===== config.mk =====
export PLATFORM = sky130hd
export DESIGN_NAME = video_test_pattern_generator
export DESIGN_NICKNAME = d
export VERILOG_FILES = /design/src/hw/rtl/vtpg_pkg.sv /design/src/hw/rtl/video_test_pattern_generator.sv /design/src/hw/rtl/vtpg_raster.sv /design/src/hw/rtl/vtpg_pixel.sv
export SDC_FILE = /design/constraint.sdc
export NUM_CORES = 1
export LEC_CHECK = 0
export ABC_AREA = 1
export BUFFER_PORTS_ARGS = -buffer_cell sky130_fd_sc_hd__buf_2
export CAP_MARGIN = 20
export CORE_MARGIN = 10
export CORE_UTILIZATION = 50
export CTS_BUF_LIST = sky130_fd_sc_hd__clkbuf_2
export DETAILED_ROUTE_END_ITERATION = 12
export PLACE_DENSITY = 0.67
export SETUP_SLACK_MARGIN = 0.02
export SYNTH_ARGS = -nofsm -noshare
export SYNTH_HDL_FRONTEND = slang
export SYNTH_SLANG_ARGS = --single-unit

===== constraint.sdc =====
create_clock -name i_clk -period 4.05 [get_ports i_clk]
set_input_delay 0.2025 -clock i_clk [delete_from_list [all_inputs] [get_ports i_clk]]
set_output_delay 0.2025 -clock i_clk [all_outputs]
set_load 0.02 [all_outputs]

===== src/hw/rtl/vtpg_pkg.sv =====
package vtpg_pkg;

    // pattern codes as held in the mode register
    typedef enum logic [1:0] {
        PAT_CHECKER = 2'd0,
        PAT_BACK    = 2'd1,
        PAT_FORE    = 2'd2,
        PAT_RETICLE = 2'd3
    } t_pattern_mode;

    // configuration register indexes
    localparam logic [2:0] CFG_PATTERN_MODE  = 3'd0;
    localparam logic [2:0] CFG_FORE_COLOR    = 3'd1;
    localparam logic [2:0] CFG_BACK_COLOR    = 3'd2;
    localparam logic [2:0] CFG_FRAME_WIDTH   = 3'd3;
    localparam logic [2:0] CFG_FRAME_HEIGHT  = 3'd4;
    localparam logic [2:0] CFG_SIDE_X        = 3'd5;
    localparam logic [2:0] CFG_SIDE_Y        = 3'd6;
    localparam logic [2:0] CFG_BORDER_ENABLE = 3'd7;

    // register field widths
    localparam int CFG_DATA_W  = 24;
    localparam int CFG_INDEX_W = 3;
    localparam int DIM_CFG_W   = 13;
    localparam int COLOR_W     = 24;

    // reset values
    localparam logic [23:0] FORE_RESET   = 24'hFFFFFF;
    localparam logic [23:0] BACK_RESET   = 24'h000000;
    localparam logic [12:0] WIDTH_RESET  = 13'd576;
    localparam logic [12:0] HEIGHT_RESET = 13'd480;
    localparam logic [12:0] SIDE_RESET   = 13'd32;

    // fixed reticle line positions
    localparam int RET_COL = 288;
    localparam int RET_ROW = 240;

    // raster status for the current pixel
    typedef struct packed {
        logic eol;
        logic eof;
        logic row_par;
        logic col_par;
    } t_raster_stat;

endpackage


===== src/hw/rtl/video_test_pattern_generator.sv =====
// channel   dir  tdata                      tlast        tuser
// s_axis    in   [0] restart                -            -
// m_axis    out  [7:0] red [15:8] green     end_of_line  end_of_frame
//                [23:16] blue
// cfg       in   write enable, index, data (no read-back)
//
// one pixel per clock sustained while the output is not stalled; a word passes
// through the input register and then through the pattern logic to the output
// register, and the raster counters update on each word that moves on.
// synchronous active-low reset clears the counters, the stage valids and the
// registers to their defaults. a stalled output holds its word; the input
// register still takes a new word whenever the output register frees up.
module video_test_pattern_generator #(
    parameter int MAX_DIM_BITS = 12
) (
    input  logic                           i_clk,
    input  logic                           i_rst_n,
    // input stream
    input  logic                           i_s_axis_tvalid,
    output logic                           o_s_axis_tready,
    input  logic [7:0]                     i_s_axis_tdata,  // [0] restart
    // output stream
    output logic                           o_m_axis_tvalid,
    input  logic                           i_m_axis_tready,
    output logic [23:0]                    o_m_axis_tdata,  // red, green, blue
    output logic                           o_m_axis_tlast,  // end_of_line
    output logic                           o_m_axis_tuser,  // end_of_frame
    // configuration write port
    input  logic                           i_cfg_wr_en,
    input  logic [vtpg_pkg::CFG_INDEX_W-1:0] i_cfg_index,
    input  logic [vtpg_pkg::CFG_DATA_W-1:0]  i_cfg_data
);
    import vtpg_pkg::*;

    localparam int DW = MAX_DIM_BITS + 1;
    localparam int CW = (DW > DIM_CFG_W) ? DW : DIM_CFG_W;
    localparam logic [CW-1:0] DIM_MAX = CW'(1) << MAX_DIM_BITS;

    // configuration registers
    t_pattern_mode  r_mode;
    logic [23:0]    r_fore, r_back;
    logic [12:0]    r_width, r_height, r_side_x, r_side_y;
    logic           r_border;

    // pipeline registers
    logic           r_in_valid, r_in_restart;
    logic           r_out_valid, r_out_last, r_out_user;
    logic [23:0]    r_out_data;

    logic           fire;
    logic [DW-1:0]  w, h, sx, sy;
    logic [MAX_DIM_BITS-1:0] row, col;
    t_raster_stat   stat;
    logic [23:0]    color;

    function automatic logic [DW-1:0] clamp_dim(input logic [12:0] v);
        logic [CW-1:0] x;
        x = CW'(v);
        if (x == '0) begin
            return DW'(1);
        end else if (x > DIM_MAX) begin
            return DIM_MAX[DW-1:0];
        end else begin
            return x[DW-1:0];
        end
    endfunction

    // register writes
    always_ff @(posedge i_clk) begin
        if (!i_rst_n) begin
            r_mode   <= PAT_CHECKER;
            r_fore   <= FORE_RESET;
            r_back   <= BACK_RESET;
            r_width  <= WIDTH_RESET;
            r_height <= HEIGHT_RESET;
            r_side_x <= SIDE_RESET;
            r_side_y <= SIDE_RESET;
            r_border <= 1'b1;
        end else if (i_cfg_wr_en) begin
            unique case (i_cfg_index)
                CFG_PATTERN_MODE:  r_mode   <= t_pattern_mode'(i_cfg_data[1:0]);
                CFG_FORE_COLOR:    r_fore   <= i_cfg_data[23:0];
                CFG_BACK_COLOR:    r_back   <= i_cfg_data[23:0];
                CFG_FRAME_WIDTH:   r_width  <= i_cfg_data[12:0];
                CFG_FRAME_HEIGHT:  r_height <= i_cfg_data[12:0];
                CFG_SIDE_X:        r_side_x <= i_cfg_data[12:0];
                CFG_SIDE_Y:        r_side_y <= i_cfg_data[12:0];
                CFG_BORDER_ENABLE: r_border <= i_cfg_data[0];
                default:           r_border <= r_border;
            endcase
        end
    end

    // dimensions held inside 1 .. 2^MAX_DIM_BITS
    assign w  = clamp_dim(r_width);
    assign h  = clamp_dim(r_height);
    assign sx = clamp_dim(r_side_x);
    assign sy = clamp_dim(r_side_y);

    // handshake
    assign fire            = r_in_valid && (!r_out_valid || i_m_axis_tready);
    assign o_s_axis_tready = !r_in_valid || fire;

    // input register
    always_ff @(posedge i_clk) begin
        if (!i_rst_n) begin
            r_in_valid <= 1'b0;
        end else if (o_s_axis_tready) begin
            r_in_valid <= i_s_axis_tvalid;
        end
    end

    always_ff @(posedge i_clk) begin
        if (i_s_axis_tvalid && o_s_axis_tready) begin
            r_in_restart <= i_s_axis_tdata[0];
        end
    end

    vtpg_raster #(
        .MAX_DIM_BITS(MAX_DIM_BITS)
    ) u_raster (
        .i_clk     (i_clk),
        .i_rst_n   (i_rst_n),
        .i_step    (fire),
        .i_restart (r_in_restart),
        .i_width   (w),
        .i_height  (h),
        .i_side_x  (sx),
        .i_side_y  (sy),
        .o_row     (row),
        .o_col     (col),
        .o_stat    (stat)
    );

    vtpg_pixel #(
        .MAX_DIM_BITS(MAX_DIM_BITS)
    ) u_pixel (
        .i_mode   (r_mode),
        .i_fore   (r_fore),
        .i_back   (r_back),
        .i_border (r_border),
        .i_width  (w),
        .i_height (h),
        .i_side_x (sx),
        .i_side_y (sy),
        .i_row    (row),
        .i_col    (col),
        .i_stat   (stat),
        .o_color  (color)
    );

    // output register
    always_ff @(posedge i_clk) begin
        if (!i_rst_n) begin
            r_out_valid <= 1'b0;
        end else if (fire) begin
            r_out_valid <= 1'b1;
        end else if (i_m_axis_tready) begin
            r_out_valid <= 1'b0;
        end
    end

    always_ff @(posedge i_clk) begin
        if (fire) begin
            r_out_data <= {color[7:0], color[15:8], color[23:16]};
            r_out_last <= stat.eol;
            r_out_user <= stat.eof;
        end
    end

    assign o_m_axis_tvalid = r_out_valid;
    assign o_m_axis_tdata  = r_out_data;
    assign o_m_axis_tlast  = r_out_last;
    assign o_m_axis_tuser  = r_out_user;

    // a frame end is always also a line end
    a_eof_on_eol: assert property (@(posedge i_clk) disable iff (!i_rst_n)
        o_m_axis_tvalid |-> (!o_m_axis_tuser || o_m_axis_tlast))
        else $error("end of frame without end of line");

    // a held input word blocks new input
    a_in_hold: assert property (@(posedge i_clk) disable iff (!i_rst_n)
        (r_in_valid && !fire) |-> !o_s_axis_tready)
        else $error("input register overwritten");

    // a processed word shows up at the output
    a_fire_out: assert property (@(posedge i_clk) disable iff (!i_rst_n)
        fire |=> o_m_axis_tvalid)
        else $error("processed word lost");

endmodule


===== src/hw/rtl/vtpg_raster.sv =====
module vtpg_raster #(
    parameter int MAX_DIM_BITS = 12
) (
    input  logic                      i_clk,
    input  logic                      i_rst_n,
    input  logic                      i_step,
    input  logic                      i_restart,
    input  logic [MAX_DIM_BITS:0]     i_width,
    input  logic [MAX_DIM_BITS:0]     i_height,
    input  logic [MAX_DIM_BITS:0]     i_side_x,
    input  logic [MAX_DIM_BITS:0]     i_side_y,
    output logic [MAX_DIM_BITS-1:0]   o_row,
    output logic [MAX_DIM_BITS-1:0]   o_col,
    output vtpg_pkg::t_raster_stat    o_stat
);
    import vtpg_pkg::*;

    localparam int DW = MAX_DIM_BITS + 1;

    logic [MAX_DIM_BITS-1:0] r_row, r_col, r_row_ph, r_col_ph;
    logic                    r_row_par, r_col_par;
    logic [MAX_DIM_BITS-1:0] n_row, n_col, n_row_ph, n_col_ph;
    logic                    n_row_par, n_col_par;

    logic [MAX_DIM_BITS-1:0] e_row, e_col, e_row_ph, e_col_ph;
    logic                    e_row_par, e_col_par;
    logic                    eol, eof;
    logic [DW-1:0]           row_ph_inc, col_ph_inc;

    // restart puts this pixel at the frame origin
    always_comb begin
        e_row     = i_restart ? '0 : r_row;
        e_col     = i_restart ? '0 : r_col;
        e_row_ph  = i_restart ? '0 : r_row_ph;
        e_col_ph  = i_restart ? '0 : r_col_ph;
        e_row_par = i_restart ? 1'b0 : r_row_par;
        e_col_par = i_restart ? 1'b0 : r_col_par;
    end

    // line and frame end, a counter past the last position counts as on it
    assign eol = {1'b0, e_col} >= (i_width - DW'(1));
    assign eof = eol && ({1'b0, e_row} >= (i_height - DW'(1)));

    assign row_ph_inc = {1'b0, e_row_ph} + DW'(1);
    assign col_ph_inc = {1'b0, e_col_ph} + DW'(1);

    // raster advance
    always_comb begin
        n_row     = e_row;
        n_col     = e_col;
        n_row_ph  = e_row_ph;
        n_col_ph  = e_col_ph;
        n_row_par = e_row_par;
        n_col_par = e_col_par;
        if (eol) begin
            n_col     = '0;
            n_col_ph  = '0;
            n_col_par = 1'b0;
            if (eof) begin
                n_row     = '0;
                n_row_ph  = '0;
                n_row_par = 1'b0;
            end else begin
                n_row = e_row + MAX_DIM_BITS'(1);
                if (row_ph_inc >= i_side_y) begin
                    n_row_ph  = '0;
                    n_row_par = ~e_row_par;
                end else begin
                    n_row_ph = row_ph_inc[MAX_DIM_BITS-1:0];
                end
            end
        end else begin
            n_col = e_col + MAX_DIM_BITS'(1);
            if (col_ph_inc >= i_side_x) begin
                n_col_ph  = '0;
                n_col_par = ~e_col_par;
            end else begin
                n_col_ph = col_ph_inc[MAX_DIM_BITS-1:0];
            end
        end
    end

    // counter registers
    always_ff @(posedge i_clk) begin
        if (!i_rst_n) begin
            r_row     <= '0;
            r_col     <= '0;
            r_row_ph  <= '0;
            r_col_ph  <= '0;
            r_row_par <= 1'b0;
            r_col_par <= 1'b0;
        end else if (i_step) begin
            r_row     <= n_row;
            r_col     <= n_col;
            r_row_ph  <= n_row_ph;
            r_col_ph  <= n_col_ph;
            r_row_par <= n_row_par;
            r_col_par <= n_col_par;
        end
    end

    assign o_row          = e_row;
    assign o_col          = e_col;
    assign o_stat.eol     = eol;
    assign o_stat.eof     = eof;
    assign o_stat.row_par = e_row_par;
    assign o_stat.col_par = e_col_par;

endmodule


===== src/hw/rtl/vtpg_pixel.sv =====
module vtpg_pixel #(
    parameter int MAX_DIM_BITS = 12
) (
    input  vtpg_pkg::t_pattern_mode   i_mode,
    input  logic [23:0]               i_fore,
    input  logic [23:0]               i_back,
    input  logic                      i_border,
    input  logic [MAX_DIM_BITS:0]     i_width,
    input  logic [MAX_DIM_BITS:0]     i_height,
    input  logic [MAX_DIM_BITS:0]     i_side_x,
    input  logic [MAX_DIM_BITS:0]     i_side_y,
    input  logic [MAX_DIM_BITS-1:0]   i_row,
    input  logic [MAX_DIM_BITS-1:0]   i_col,
    input  vtpg_pkg::t_raster_stat    i_stat,
    output logic [23:0]               o_color
);
    import vtpg_pkg::*;

    localparam int DW = MAX_DIM_BITS + 1;

    logic [DW-1:0] colx, rowx, w_last, h_last;
    logic          on_border, on_line, fore;

    assign colx   = {1'b0, i_col};
    assign rowx   = {1'b0, i_row};
    assign w_last = i_width - DW'(1);
    assign h_last = i_height - DW'(1);

    // one-pixel frame border
    assign on_border = i_border &&
        (colx == '0 || colx == w_last || rowx == '0 || rowx == h_last);

    // reticle lines, each skipped when it falls outside the frame
    assign on_line =
        (i_side_y < i_width && colx == i_side_y) ||
        (i_side_y <= i_width && colx == i_width - i_side_y) ||
        (32'(RET_COL) < 32'(i_width) && 32'(colx) == 32'(RET_COL)) ||
        (i_side_x < i_height && rowx == i_side_x) ||
        (i_side_x <= i_height && rowx == i_height - i_side_x) ||
        (32'(RET_ROW) < 32'(i_height) && 32'(rowx) == 32'(RET_ROW));

    // pattern select
    always_comb begin
        unique case (i_mode)
            PAT_CHECKER: fore = (i_stat.row_par == i_stat.col_par) || on_border;
            PAT_BACK:    fore = 1'b0;
            PAT_FORE:    fore = 1'b1;
            PAT_RETICLE: fore = (i_border && on_line) || on_border;
            default:     fore = 1'b0;
        endcase
    end

    assign o_color = fore ? i_fore : i_back;

endmodule

# After elaboration in Yosys (flattened, before gate mapping)
# Index checks and enable logic that the tools add are counted.
# classes
bitwise	2
magnitude_cmp	14
muxes	31
addsub	8
n_reduce_logical	42
eq_ne	19
# ops
op	count
12-bit 2-to-1 mux	12
13-bit 2-to-1 mux	8
12-bit by 13-bit equality test with 1-bit output	6
13-bit logical NOT	6
13-bit greater-than comparator (second input constant)	4
12-bit by 1-bit adder with 13-bit output (second input constant)	2
12-bit by 13-bit >= comparator with 1-bit output	2
13-bit >= comparator	2
13-bit <= comparator	2
13-bit < comparator	2
13-bit by 1-bit subtractor with 13-bit output (second input constant)	2
13-bit subtractor	2
12-bit by 1-bit adder with 12-bit output (second input constant)	2
24-bit 2-to-1 mux	1
2-bit AND reduction	8
8-bit by 13-bit < comparator with 1-bit output (first input constant)	1
9-bit by 13-bit < comparator with 1-bit output (first input constant)	1
12-bit by 8-bit equality test with 1-bit output (second input constant)	1
12-bit by 9-bit equality test with 1-bit output (second input constant)	1
3-bit equality test (second input constant)	4
1-bit logical OR	12
1-bit logical AND	11
1-bit 2-to-1 mux	9
3-bit by 2-bit equality test with 1-bit output (second input constant)	2
other kinds (10)	13
# totals
out_inout_bits	28
regBits	182
word_cells	136

# Longest topological paths before layout
# depth
word_depth	15
ltp_mapped	32

# By module
# Synthesis repeated with hierarchy kept, for this count alone.
# unflattened
hier_cells	2141
hier_area_um2	14012.2
# by_module_without_submodules
mod	instances	cells_each	area_per_inst_um2
video_test_pattern_generator	1	628	5213.8
vtpg_raster	1	819	5203.7
vtpg_pixel	1	694	3594.7

# Least setup slack after synthesis
# OpenSTA, ideal clock, no wires.
# synth_path
kind	reg2reg
start	register r_width[10]
end	register r_out_data[0] (netlist: o_m_axis_tdata[0]), data pin
path_stages_with_launch	25
arrival_time_ns	3.277
path_slack_ns	0.520
setup_ns	0.253
n_path_buf	1
path_cell_list	dfxtp_1 > inv_1 > and3_1 > nand2_1 > nand2_2 > a21oi_1 > ha_1 > nand2_2 > nor2_1 > nand2_1 > xor2_1 > ha_1 > and3_1 > nand4_1 > nor4_1 > nand2_2 > nand2_1 > nor2_1 > nand2_1 > nand2_2 > nand2_4 > nand2_4 > buf_6 > nand2_1 > nand2_1
# synth_via
elab_chain_len	15
word_cells_on_any_way	28
cone_classes	add/sub: 2; order compare: 4; eq/ne: 2; mux: 4; reduce/logical: 16
# synth_rtl
item	line	source
start: declaration	video_test_pattern_generator.sv:42	logic [12:0] r_width, r_height, r_side_x, r_side_y;
start signal: assignment	video_test_pattern_generator.sv:84	CFG_FRAME_WIDTH: r_width <= i_cfg_data[12:0];
13-bit greater-than comparator	video_test_pattern_generator.sv:61	end else if (x > DIM_MAX) begin
13-bit 2-to-1 mux	video_test_pattern_generator.sv:61	
13-bit 2-to-1 mux (*)	video_test_pattern_generator.sv:59	if (x == '0) begin
13-bit subtractor	vtpg_pixel.sv:36	(i_side_y <= i_width && colx == i_width - i_side_y) ||
12-bit by 13-bit equality test with 1-bit output	vtpg_pixel.sv:36	
1-bit logical AND	vtpg_pixel.sv:36	
1-bit logical OR	vtpg_pixel.sv:35	(i_side_y < i_width && colx == i_side_y) ||
1-bit logical OR	vtpg_pixel.sv:36	
1-bit logical OR	vtpg_pixel.sv:37	(32'(RET_COL) < 32'(i_width) && 32'(colx) == 32'(RET_COL)) ||
1-bit logical OR	vtpg_pixel.sv:38	(i_side_x < i_height && rowx == i_side_x) ||
1-bit logical OR	vtpg_pixel.sv:39	(i_side_x <= i_height && rowx == i_height - i_side_x) ||
1-bit logical AND	vtpg_pixel.sv:48	PAT_RETICLE: fore = (i_border && on_line) || on_border;
1-bit logical OR	vtpg_pixel.sv:48	
1-bit one-hot mux with 4 select lines (*)	vtpg_pixel.sv:44	unique case (i_mode)
24-bit 2-to-1 mux (*)	vtpg_pixel.sv:53	assign o_color = fore ? i_fore : i_back;
net color[16]	video_test_pattern_generator.sv:54	logic [23:0] color;
end signal: assignment	video_test_pattern_generator.sv:165	r_out_data <= {color[7:0], color[15:8], color[23:16]};
end: declaration	video_test_pattern_generator.sv:48	logic [23:0] r_out_data;
# The timed path passes the listed nets; every way through them passes the cells marked *.
# A chain may end at the register's enable or synchronous reset.

# Final worst setup path
# layout_path
start	register r_width[0]
end	register r_out_data[15] (netlist: o_m_axis_tdata[15]), data pin
# The elaborated chain is that of the path after synthesis.

==> results.cfg <==
[outcome]
outcome = completed

[global_routing]
grt_pass1_vias = 11600
gr-usage-all-layers = 0.235
antenna_found_initial = 2
overflow = 0
grt_pass1_wl_mm = 59.9
grt_max_degree = 72

[sta]
setup_viol = 0
min_period_over_period = 0.955
fin_skew_ns = 0.0760
fin_crit_ns = 3.87
max_freq_ghz = 0.258
fin_ws_ns = 0.181
rsz0062_at_grt = yes
drv_slew = 0
tightest_slew_ns = 0.906
finalHoldViolations = 0
whs_ns = 0.106
slew_headroom = 0.396

[cts]
path_clk_slew_ns = 0.41
clock_latency_ns = 0.84
clockRootBuffer = clkbuf_2
htree_num_levels = 4
cts.sinks = 182
clockBufferDepth = 2
cts_tree = done
cts_inserted_buffers = 17

[floorplan]
die_area_um2 = 31400
start_util = 0.508
core_um2 = 24300
rows = 57
die_h_um = 177
io_pins = 68
die_w_um = 177

[setup_path]
cp-end-kind = register
crit_top_cell = nand2_2
worstPathRequired_ns = 4.74
start_kind = register
worst_ep_arrival_time_ns = 4.56
max_stage_delay_ns = 0.41
crit_slowest_cell = dfxtp_2
critPathMaxFanout = 7
critical_path_class = register to register
rr_worst_depth = 28

[layout]
fill_cells = 2281
final_cells = 2332
fin_util = 0.591
mostFrequentLayoutCells = 463 x nand2_1, 254 x nor2_1, 173 x inv_1
drive_gt1_frac = 0.127
area_growth_pct = 16.4
nets = 2121
layout_commonest_cell = nand2_1

[logic_synthesis]
synthCells = 1872
synth_area_um2 = 12400
yosysTopAreaCellShare = 0.251
synth_edf_count = 27
synthArstFlopShare = 0
syn-mean-instance-area_um2 = 6.60
synth_flop_cell = dfxtp_1
synth.area.top_cells = dfxtp_1 25%, nand2_1 14%, ha_1 8.7%
synth.distinct_cells = 52
yosysTopAreaCell = dfxtp_1
syn_nets = 2000
ys_seq_area_frac = 0.317
ys.warnings.count = 0
ys_seq_elements = 182

[power_and_ir_drop]
swShare = 0.374
p_seq_frac = 0.478
power.share.clock = 0.273
internal_power_mw = 2.56
vdd_drop_max_v = 0.000244
p_leak_nw = 6.78
combinationalPowerShare = 0.249
p_sw_mw = 1.53
pwr_density_cell_nw_per_um2 = 285

[route]
drt_wl_total_mm = 37.8
drc_errors = 0
vias = 12600
vias_per_cell = 5.42
dr.pass1.iters = 7
postRouteAntennaNets = 0
wl_per_cell_um = 16.2
drtIter0Drc = 1156

[hold_path]
worstHoldPathType = primary input to register
min_path_cells = 4

[place]
dp.cells = 2242
globalplace.congestion = 0.953
port_buffers = 60
dpl_worst_slack_ns = 0.109
dp_hpwl_mm = 27.0

[job]
maxCapViolations = 0
==> critical path, delay by kind of cell (launching register included) <==
family,cells,cell delay (ns)
buffers and inverters,5,0.55
DFF,1,0.41
adders and majority gates,2,0.50
xor gates and xnor gates,1,0.08
and+or+nand+nor,20,2.22
==> registers in the layout (all words and copies together), names as in the netlist, 13 cells and up <==
signal          flops
o_m_axis_tdata     24
r_back             24
r_fore             24
r_height           13
r_side_x           13
r_side_y           13
r_width            13
==> cell type report <==
class	count	area (um2)	share of cell area
Sequential cell	182	3930	0.273
Antenna cell	2	5.00	0.000348
Clock inverter	15	226	0.0157
Timing Repair Buffer	168	1330	0.0924
Timing Repair inverter	1	6.26	0.000435
Multi-Input combinational cell	1438	7690	0.535
Inverter	185	704	0.0490
Tap cell	324	405	0.0282
Clock buffer	17	85.1	0.00592
==> routing by layer <==
layer	up-vias	part of all wire	wire [um]	global-route usage
li1	6369	-	-	-
met1	5754	0.44	16600	0.302
met2	440	0.47	17900	0.392
met3	67	0.066	2490	0.0437
met4	0	0.022	843	0.0725
met5	-	0	0	0
==> what timing repair did <==
action	in CTS	in global routing
setup endpoints to repair	0	74
resized for setup	0	79
hold buffers	40	0
buffers inserted	0	10
endpoints found under the hold margin	124	0
==> power groups by stage <==
stage / Combinational, mW / Clock (mW) / Sequential [mW]
finish: 1.02 / 1.12 / 1.96
global route: 1.15 / 1.21 / 1.97
floorplan: 0.640 / 0 / 2.00
detailed placement: 0.924 / 0 / 1.99
CTS: 0.955 / 1.15 / 1.96
global placement: 0.910 / 0 / 1.99
==> synthesized netlist by cell type, types with 2 or more instances <==
cell / number
clkinv_1: 5
inv_1: 173
a21oi_1: 122
nor2_1: 263
o211ai_1: 14
nand4_1: 22
xor2_1: 44
nand3b_1: 10
inv_4: 2
o21a_1: 2
a31oi_1: 6
edfxtp_1: 27
a211oi_1: 5
fa_1: 2
clkbuf_1: 45
nor4_1: 4
ha_1: 86
inv_2: 5
a21boi_0: 2
dfxtp_1: 155
buf_4: 5
nand3_1: 164
o21ai_0: 119
and3_1: 3
o21ai_1: 2
nand2_1: 474
o221ai_1: 2
nor2_2: 4
xnor2_1: 15
nand2_4: 3
o21bai_1: 2
buf_2: 13
or2_2: 8
nor3_1: 24
buf_1: 3
nand2_2: 14
buf_6: 3
or2_1: 2
a21o_1: 5
==> kinds of logic (layout without fill, tap and decap cells) <==
group / after synthesis / count (layout) / synth area share
AOI/OAI and AO/OA: 288 / 288 / 0.126
buffers and inverters: 254 / 386 / 0.0822
and+or+nand+nor: 1000 / 1002 / 0.341
other: 0 / 2 / 0
adders and majority gates: 88 / 88 / 0.0903
DFF: 182 / 182 / 0.317
xor gates and xnor gates: 60 / 60 / 0.0437
==> stage by stage <==
stage	power, mW	instance area (um2)	setup TNS (ns)
after floorplan	2.64	12400	0
after global routing	4.33	14400	-1.10
after CTS	4.06	13900	0
after global placement	2.90	13200	0
after detailed placement	2.91	13200	0
final	4.10	14400	0
==> path summary, 6_finish.rpt <==
| kind | end | from | slack [ns] |
|---|---|---|---|
| setup / recovery | o_m_axis_tdata[15] | r_width[0] | 0.18 |
| setup reg to reg | o_m_axis_tdata[15] | r_width[0] | 0.18 |
| hold reg to reg | r_fore[13] | r_fore[13] | 0.48 |
| hold / removal | r_back[23] | i_cfg_data[23] | 0.11 |
No activity file was read; power rests on OpenSTA's default activity.
